File: config.mk
export PLATFORM = sky130hd
export DESIGN_NAME = xoroshiro_random_unit
export DESIGN_NICKNAME = d
export VERILOG_FILES = /design/src/design/xru_pkg.sv /design/src/design/xoroshiro_random_unit.sv
export VERILOG_INCLUDE_DIRS = /design/src /design/src/design
export SDC_FILE = /design/constraint.sdc
export NUM_CORES = 2
export LEC_CHECK = 0
export ABC_AREA = 1
export BUFFER_PORTS_ARGS = -buffer_cell sky130_fd_sc_hd__buf_2
export CAP_MARGIN = 20
export CORE_UTILIZATION = 45
export DETAILED_ROUTE_END_ITERATION = 8
export PLACE_DENSITY_LB_ADDON = 0.05
export REMOVE_ABC_BUFFERS = 1
export SETUP_SLACK_MARGIN = 0.4
export SYNTH_ARGS = -nofsm -noshare
export SYNTH_HDL_FRONTEND = slang
export SYNTH_SLANG_ARGS = --single-unit
File: constraint.sdc
create_clock -name clk -period 44.7 [get_ports clk]
set_input_delay 6.705 -clock clk [delete_from_list [all_inputs] [get_ports clk]]
set_output_delay 6.705 -clock clk [all_outputs]
set_load 0.03 [all_outputs]
File: src/design/xoroshiro_random_unit_defines.svh
// Assertion macros for the random unit.
`ifndef XOROSHIRO_RANDOM_UNIT_DEFINES_SVH
`define XOROSHIRO_RANDOM_UNIT_DEFINES_SVH

`ifndef SYNTHESIS

`define XRU_ASSERT_IMP(lbl, clk, rst_n, pre, post) \
  lbl: assert property (@(posedge clk) disable iff (!rst_n) (pre) |-> (post)) \
    else $error("xru: implication check failed");

`define XRU_ASSERT_NXT(lbl, clk, rst_n, pre, post) \
  lbl: assert property (@(posedge clk) disable iff (!rst_n) (pre) |=> (post)) \
    else $error("xru: next-cycle check failed");

`else

`define XRU_ASSERT_IMP(lbl, clk, rst_n, pre, post)
`define XRU_ASSERT_NXT(lbl, clk, rst_n, pre, post)

`endif

`endif

File: src/design/xru_pkg.sv
package xru_pkg;

  localparam logic [1:0] ACT_RAW    = 2'd0;
  localparam logic [1:0] ACT_RANGE  = 2'd1;
  localparam logic [1:0] ACT_FRAC   = 2'd2;
  localparam logic [1:0] ACT_RESEED = 2'd3;

  localparam logic [63:0] GOLDEN_STEP = 64'h9E3779B97F4A7C15;
  localparam logic [63:0] MIX_MUL_A   = 64'hBF58476D1CE4E5B9;
  localparam logic [63:0] MIX_MUL_B   = 64'h94D049BB133111EB;

  typedef struct packed {
    logic        [1:0]  action;
    logic signed [31:0] range_low;
    logic signed [31:0] range_high;
    logic        [63:0] seed_value;
  } xru_in_t;

  typedef struct packed {
    logic        [63:0] raw_value;
    logic signed [31:0] int_value;
    logic        [22:0] unit_fraction;
    logic        [63:0] prev_seed;
    logic               range_error;
  } xru_out_t;

  typedef struct packed {
    logic [63:0] s0;
    logic [63:0] s1;
    logic [63:0] sum;
  } xru_draw_t;

  // One xoroshiro128+ step: next state words and the output.
  function automatic xru_draw_t xru_draw(input logic [63:0] a, input logic [63:0] b);
    xru_draw_t   r;
    logic [63:0] bx;
    bx    = a ^ b;
    r.sum = a + b;
    r.s0  = {a[8:0], a[63:9]} ^ bx ^ {bx[49:0], 14'b0};
    r.s1  = {bx[27:0], bx[63:28]};
    return r;
  endfunction

endpackage

File: src/design/xoroshiro_random_unit.sv
// xoroshiro_random_unit: xoroshiro128+ generator with a splitmix64 seed counter.
// Input channel in_valid/in_stall/in_data carries a request (action, range
// bounds, seed). Output channel out_valid/out_stall/out_data returns exactly
// one result per request; fields not belonging to the action read zero.
// A request transfers when valid is high and stall is low; in_stall is high
// whenever a request is in progress, so one request is worked at a time.
// Work per request: raw, unit fraction and inverted range load the result
// straight from idle; integer range takes the first draw through the
// bit-serial 64x33 multiplier and each redraw through it again, plus the
// threshold remainder, worked out once on the shift-subtract divider when the
// low product falls below the span; reseed runs 4 splitmix multiplies and
// two load steps. The next request is taken in the cycle after the result
// register loads. The multiplier, shared by range and reseed, and the divider
// work one bit a cycle.
// After reset the unit runs a reseed with zero with in_stall high and no
// result produced.
// A finished result sits in the output register while out_stall is high; a
// new request is accepted meanwhile, and its result waits until the register
// frees up.
`include "xoroshiro_random_unit_defines.svh"

module xoroshiro_random_unit (
  input  logic              clk,
  input  logic              rst_n,
  input  logic              in_valid,
  output logic              in_stall,
  input  xru_pkg::xru_in_t  in_data,
  output logic              out_valid,
  input  logic              out_stall,
  output xru_pkg::xru_out_t out_data
);
  import xru_pkg::*;

  typedef enum logic [2:0] {
    S_IDLE, S_MIX_LOAD, S_MIX_MUL, S_RNG_MUL, S_RNG_DIV, S_DONE
  } state_t;

  state_t      state_r;
  logic [63:0] s0_r, s1_r, ctr_r;
  logic        mix_idx_r, mix_ph_r, init_r;
  // shared shift-add multiplier
  logic [96:0] prod_r;
  logic [63:0] mcand_r, mplier_r;
  logic [5:0]  cnt_r;
  // shift-subtract divider for the rejection threshold
  logic [63:0] dvd_r;
  logic [32:0] rem_r;
  logic [32:0] span_r, thr_r;
  logic        thr_valid_r;
  logic [63:0] lo_r;
  logic [31:0] hi_r;
  logic signed [31:0] low_r;
  xru_out_t    res_r;
  xru_out_t    out_r;
  logic        out_valid_r;

  logic [96:0] prod_nxt;
  logic [33:0] div_cat;
  logic [33:0] div_sub;
  logic [32:0] rem_nxt;
  logic [32:0] span_nxt;
  logic [63:0] mix_p;
  xru_draw_t   dr;
  logic        in_xfer, out_xfer;

  assign prod_nxt = {prod_r[95:0], 1'b0} + (mplier_r[63] ? {33'b0, mcand_r} : 97'b0);
  assign div_cat  = {rem_r, dvd_r[63]};
  assign div_sub  = div_cat - {1'b0, span_r};
  assign rem_nxt  = div_sub[33] ? div_cat[32:0] : div_sub[32:0];
  assign span_nxt = 33'($signed({in_data.range_high[31], in_data.range_high})
                    - $signed({in_data.range_low[31], in_data.range_low}) + 34'sd1);
  assign mix_p    = prod_nxt[63:0];
  assign dr       = xru_draw(s0_r, s1_r);

  assign in_stall  = (state_r != S_IDLE);
  assign in_xfer   = in_valid && !in_stall;
  assign out_xfer  = out_valid_r && !out_stall;
  assign out_valid = out_valid_r;
  assign out_data  = out_r;

  always_ff @(posedge clk) begin
    if (!rst_n) begin
      state_r     <= S_MIX_LOAD;
      ctr_r       <= '0;
      mix_idx_r   <= 1'b0;
      mix_ph_r    <= 1'b0;
      init_r      <= 1'b1;
      thr_valid_r <= 1'b0;
      out_valid_r <= 1'b0;
    end else begin
      if (out_xfer) begin
        out_valid_r <= 1'b0;
      end
      unique case (state_r)
        S_IDLE: begin
          if (in_xfer) begin
            res_r       <= '0;
            low_r       <= in_data.range_low;
            thr_valid_r <= 1'b0;
            unique case (in_data.action)
              ACT_RAW: begin
                s0_r            <= dr.s0;
                s1_r            <= dr.s1;
                res_r.raw_value <= dr.sum;
                state_r         <= S_DONE;
              end
              ACT_FRAC: begin
                s0_r                <= dr.s0;
                s1_r                <= dr.s1;
                res_r.unit_fraction <= dr.sum[63:41];
                state_r             <= S_DONE;
              end
              ACT_RANGE: begin
                if (in_data.range_high < in_data.range_low) begin
                  res_r.range_error <= 1'b1;
                  state_r           <= S_DONE;
                end else begin
                  span_r   <= span_nxt;
                  s0_r     <= dr.s0;
                  s1_r     <= dr.s1;
                  mcand_r  <= dr.sum;
                  mplier_r <= {span_nxt, 31'b0};
                  prod_r   <= '0;
                  cnt_r    <= 6'd32;
                  state_r  <= S_RNG_MUL;
                end
              end
              ACT_RESEED: begin
                res_r.prev_seed <= ctr_r;
                ctr_r           <= in_data.seed_value;
                mix_idx_r       <= 1'b0;
                state_r         <= S_MIX_LOAD;
              end
              default: state_r <= S_IDLE;
            endcase
          end
        end
        S_MIX_LOAD: begin
          ctr_r    <= ctr_r + GOLDEN_STEP;
          mcand_r  <= (ctr_r + GOLDEN_STEP) ^ ((ctr_r + GOLDEN_STEP) >> 30);
          mplier_r <= MIX_MUL_A;
          prod_r   <= '0;
          cnt_r    <= 6'd63;
          mix_ph_r <= 1'b0;
          state_r  <= S_MIX_MUL;
        end
        S_MIX_MUL: begin
          prod_r   <= prod_nxt;
          mplier_r <= {mplier_r[62:0], 1'b0};
          cnt_r    <= cnt_r - 6'd1;
          if (cnt_r == 6'd0) begin
            if (!mix_ph_r) begin
              mcand_r  <= mix_p ^ (mix_p >> 27);
              mplier_r <= MIX_MUL_B;
              prod_r   <= '0;
              cnt_r    <= 6'd63;
              mix_ph_r <= 1'b1;
            end else if (!mix_idx_r) begin
              s0_r      <= mix_p ^ (mix_p >> 31);
              mix_idx_r <= 1'b1;
              state_r   <= S_MIX_LOAD;
            end else begin
              s1_r    <= mix_p ^ (mix_p >> 31);
              init_r  <= 1'b0;
              state_r <= init_r ? S_IDLE : S_DONE;
            end
          end
        end
        S_RNG_MUL: begin
          prod_r   <= prod_nxt;
          mplier_r <= {mplier_r[62:0], 1'b0};
          cnt_r    <= cnt_r - 6'd1;
          if (cnt_r == 6'd0) begin
            lo_r <= prod_nxt[63:0];
            hi_r <= prod_nxt[95:64];
            if (!thr_valid_r && (prod_nxt[63:0] < {31'b0, span_r})) begin
              dvd_r   <= 64'd0 - {31'b0, span_r};
              rem_r   <= '0;
              cnt_r   <= 6'd63;
              state_r <= S_RNG_DIV;
            end else if (thr_valid_r && (prod_nxt[63:0] < {31'b0, thr_r})) begin
              s0_r     <= dr.s0;
              s1_r     <= dr.s1;
              mcand_r  <= dr.sum;
              mplier_r <= {span_r, 31'b0};
              prod_r   <= '0;
              cnt_r    <= 6'd32;
            end else begin
              res_r.int_value <= low_r + $signed(prod_nxt[95:64]);
              state_r         <= S_DONE;
            end
          end
        end
        S_RNG_DIV: begin
          rem_r <= rem_nxt;
          dvd_r <= {dvd_r[62:0], 1'b0};
          cnt_r <= cnt_r - 6'd1;
          if (cnt_r == 6'd0) begin
            thr_r       <= rem_nxt;
            thr_valid_r <= 1'b1;
            if (lo_r < {31'b0, rem_nxt}) begin
              // rejected: redraw
              s0_r     <= dr.s0;
              s1_r     <= dr.s1;
              mcand_r  <= dr.sum;
              mplier_r <= {span_r, 31'b0};
              prod_r   <= '0;
              cnt_r    <= 6'd32;
              state_r  <= S_RNG_MUL;
            end else begin
              res_r.int_value <= low_r + $signed(hi_r);
              state_r         <= S_DONE;
            end
          end
        end
        S_DONE: begin
          if (!out_valid_r || !out_stall) begin
            out_r       <= res_r;
            out_valid_r <= 1'b1;
            state_r     <= S_IDLE;
          end
        end
        default: state_r <= S_IDLE;
      endcase
    end
  end

  `XRU_ASSERT_IMP(a_err_clean, clk, rst_n, out_valid_r && out_r.range_error,
                  out_r.raw_value == 64'd0 && out_r.int_value == 32'sd0 &&
                  out_r.prev_seed == 64'd0 && out_r.unit_fraction == 23'd0)
  `XRU_ASSERT_IMP(a_rem_bound, clk, rst_n, state_r == S_RNG_DIV, rem_r < span_r)
  `XRU_ASSERT_IMP(a_thr_bound, clk, rst_n,
                  thr_valid_r && (state_r == S_RNG_MUL || state_r == S_RNG_DIV),
                  thr_r < span_r)
  `XRU_ASSERT_NXT(a_out_drain, clk, rst_n, out_xfer && state_r != S_DONE, !out_valid_r)
  `XRU_ASSERT_IMP(a_stall_busy, clk, rst_n, init_r, state_r != S_IDLE && state_r != S_DONE)

endmodule
==> results.md <==
* Post-synthesis sequential element count at 1088
* R2R setup slack at around 36 ns
* Initial antenna violation count at 13
* Clock transition at the registers of the reported paths at 0.06 ns
* Die ar. at between 100000 and 150000 um2
* Post-route setup TNS at 0 ns
* R2R cell count at 31
* Avg Vias per Cell at approximately 5.6
* Placed cells at ~9000
* Worst skew pair latency at roughly 0.79 ns
* WHS Path Cells at 0
* Final Cycle Share at 0.234
* DRT Pass-1 Iters at 6
* Largest stage delay on the critical path at roughly 0.76 ns
* Root Buffer: clkbuf_16
* Ys Warns at 0
* F_max at around 96 MHz
* Share of the synthesized area in the top cell type at 0.483
* Clk sinks at about 1100
* Post-Syn Area at about 63000 um2
* Largest net degree at the start of global routing at 96
* Final Hold Fails at 0
* CTS resizes at 0
* Filler cells at roughly 13000
* Die X at 377 um
* Critical path startpoint category: input pin
* CP endpoint kind: flop
* CTS Buf Count at 121
* EDFF count, synth at a little over 1000
* Main area contributors after synthesis: edfxtp_1 48%, nand2_1 7.7%, ha_1 7.0%, inv_1 6.0%, nor2_1 5.0%
* Max Cap Violations at 0
* Final Non-Filler Cells at 9300
* Final WL at 234000 um
* Cells after synthesis at around 7000
* Sink of the worst hold path: out_data[82]$_DFFE_PP_
* Core box area at between 100000 and 150000 um2
* Initial Util at 0.453
* Slew margin rel. at 0.216
* FP Rows at between 100 and 150
* Slew Viols, Final at 0
* Critical R2R Launch: mplier_r[63]$_DFFE_PP_
* WS Path Type: in2reg
* CP required at approximately 45 ns
* Slowest CP cell: nor2_4
* Share of layout cells above drive strength 1 at 0.0955
* Dpl hpwl at roughly 180000 um
* Post-CTS Setup Bufs at 0
* Worst hold path type: reg2reg
* Distinct cell type count after synthesis at 69
* First-pass GRT wire length at between 300000 and 400000 um
* Remaining DRCs at 0
* CTS max path bufs at 3
* Critical path peak fanout at 45
* GRT Resource Usage Total at 0.325
* Skew final at 0.0545 ns
* Yosys top cell by area: edfxtp_1
* Htree depth at 3
* Final Setup Violations at 0
* RSZ-0062 raised after global routing: false
* Layout net count at 7823
* Io pins at 320
* Vias in the first global route at 49700
* Syn-to-layout area delta at 12.7%
* Hold Crit Start: res_r[82]$_SDFFCE_PP0P_
* Worst path most repeated cell: o21ai_0
* Routed vias at 52400
* Count leader, synth: nand2_1
* Status: completed
* Critical-path cell list: buf_2, inv_1, ha_1, inv_1, fa_1, o21ai_0, nand3_1, nand2_1, nand3_1, a21oi_1, nor2_1, o21ai_0, a21oi_1, o21ai_0, xnor2_1, nor2_1, nand2_1, o211ai_1, nor2_4, buf_4
* Post-CTS Hold Buffers at 0
* Tightest Pin Transition at approximately 1.2 ns
* Overflow left after global routing at 0
* Minimum clock period at approximately 10 ns
* Commonest cells in the netlist: 1297 x nand2_1, 1016 x edfxtp_1, 1009 x inv_1
* Mapped Avg Cell Area at 9.01 um2
* GPL Wtd Cong at 1.01
* CTS tree: done
* Post-synthesis sequential area ratio at 0.506
* Antenna Nets Post-Route at 0
* Die Y at 377 um
* R2r endpoint: prod_r[24]$_DFFE_PP_
* Ys flop type: edfxtp_1
* DR iter-0 viols at between 6000 and 7000
* I/O Buffers at roughly 320
* Routed wire per std cell at 25.1 um
* Signal arrival time at the worst endpoint at roughly 11 ns
* Post-synth ARST share at 0
[logic make-up (layout without fill, tap and decap cells)]
logic type | after synthesis | in the layout | share of synthesized area
flip-flops | 1088 | 1088 | 0.506
other | 0 | 2 | 0
AND/OR/NAND/NOR | 2596 | 2596 | 0.168
AO/OA/AOI/OAI | 1357 | 1357 | 0.126
XOR/XNOR | 349 | 349 | 0.0495
buffers and inverters | 1244 | 1658 | 0.0748
adder cells (fa/ha/maj) | 374 | 374 | 0.0765
[cell usage in the layout, fill, tap and decap left out, drive strengths merged, types with 10 or more instances in the layout]
cell type and count:
a21boi 22, o211ai 105, o21a 28, nor2 841, nand2 1299, a21oi 508
or2 41, inv 1039, o21bai 23, edfxtp 1016, nand3 233, nor3 67
a31oi 73, clkbuf 140, a21o 13, o221ai 22, xor2 260, nand4 61
o21ai 445, nor4 26, clkinv 64, bufinv 17, xnor2 89, buf 391
dfxtp 72, fa 20, a221oi 73, ha 354, o31ai 10
[layer usage]
layer / global-route usage / up-vias / part of all wire / wire length, um
li1: - / 24300 / - / -
met1: 0.470 / 25400 / 0.45 / 104000
met2: 0.503 / 2203 / 0.44 / 103000
met3: 0.0472 / 350 / 0.082 / 19100
met4: 0.0978 / 4 / 0.031 / 7190
met5: 0 / - / 0.00012 / 27
[worst max-delay path: cells and delay by family]
kind | cells | cell delay [ns]
simple gates | 7 | 1.28
compound gates | 6 | 1.05
buf+inv | 4 | 0.94
fa+ha+maj | 2 | 0.51
xor+xnor | 1 | 0.25
[how the worst max path moves through the flow]
| stage | startpoint | end | depth (start not counted) |
|---|---|---|---|
| 2_1_floorplan | rst_n | low_r[0]$_DFFE_PP_ | 2 |
| 3_3_place_gp | in_data[98] | mcand_r[16]$_DFFE_PP_ | 21 |
| 3_5_place_dp | in_data[98] | mcand_r[16]$_DFFE_PP_ | 21 |
| 4_1_cts | in_data[98] | mcand_r[25]$_DFFE_PP_ | 21 |
| 5_1_grt | in_data[98] | s1_r[29]$_DFFE_PP_ | 20 |
| 6_report | in_data[98] | s1_r[52]$_DFFE_PP_ | 20 |
[stage by stage]
step / util / setup WS (ns) / hold slack (ns) / cell area [um2]
floorplan: - / 24.32 / 0.400 / 62300
global placement: 0.480 / 33.23 / 0.400 / 66900
detailed placement: 0.480 / 33.12 / 0.405 / 66900
CTS: 0.510 / 33.93 / 0.376 / 71100
global route: 0.511 / 33.94 / 0.381 / 71200
finish: 0.511 / 34.25 / 0.384 / 71200
[state kept, by name, indices dropped and copies added, names as in the netlist, 33 cells and up]
| register | count |
|---|---|
| rem_r | 33 |
| out_data | 184 |
| lo_r | 64 |
| s0_r | 64 |
| thr_r | 33 |
| ctr_r | 64 |
| mcand_r | 64 |
| dvd_r | 64 |
| prod_r | 95 |
| span_r | 33 |
| s1_r | 64 |
| res_r | 184 |
| mplier_r | 64 |
[final cells by class]
| type | instances | area [um2] | area share |
|---|---|---|---|
| Antenna cell | 2 | 5.00 | 0.0000703 |
| Multi-Input combinational cell | 4676 | 26600 | 0.374 |
| Clock buffer | 140 | 3150 | 0.0443 |
| Tap cell | 1876 | 2350 | 0.0330 |
| Clock inverter | 90 | 1030 | 0.0144 |
| Inverter | 1037 | 3900 | 0.0547 |
| Timing Repair Buffer | 391 | 2170 | 0.0305 |
| Sequential cell | 1088 | 32000 | 0.449 |
Power is not shown: default switching activity piles up to over one toggle a cycle in this logic, so the estimate is an artifact.
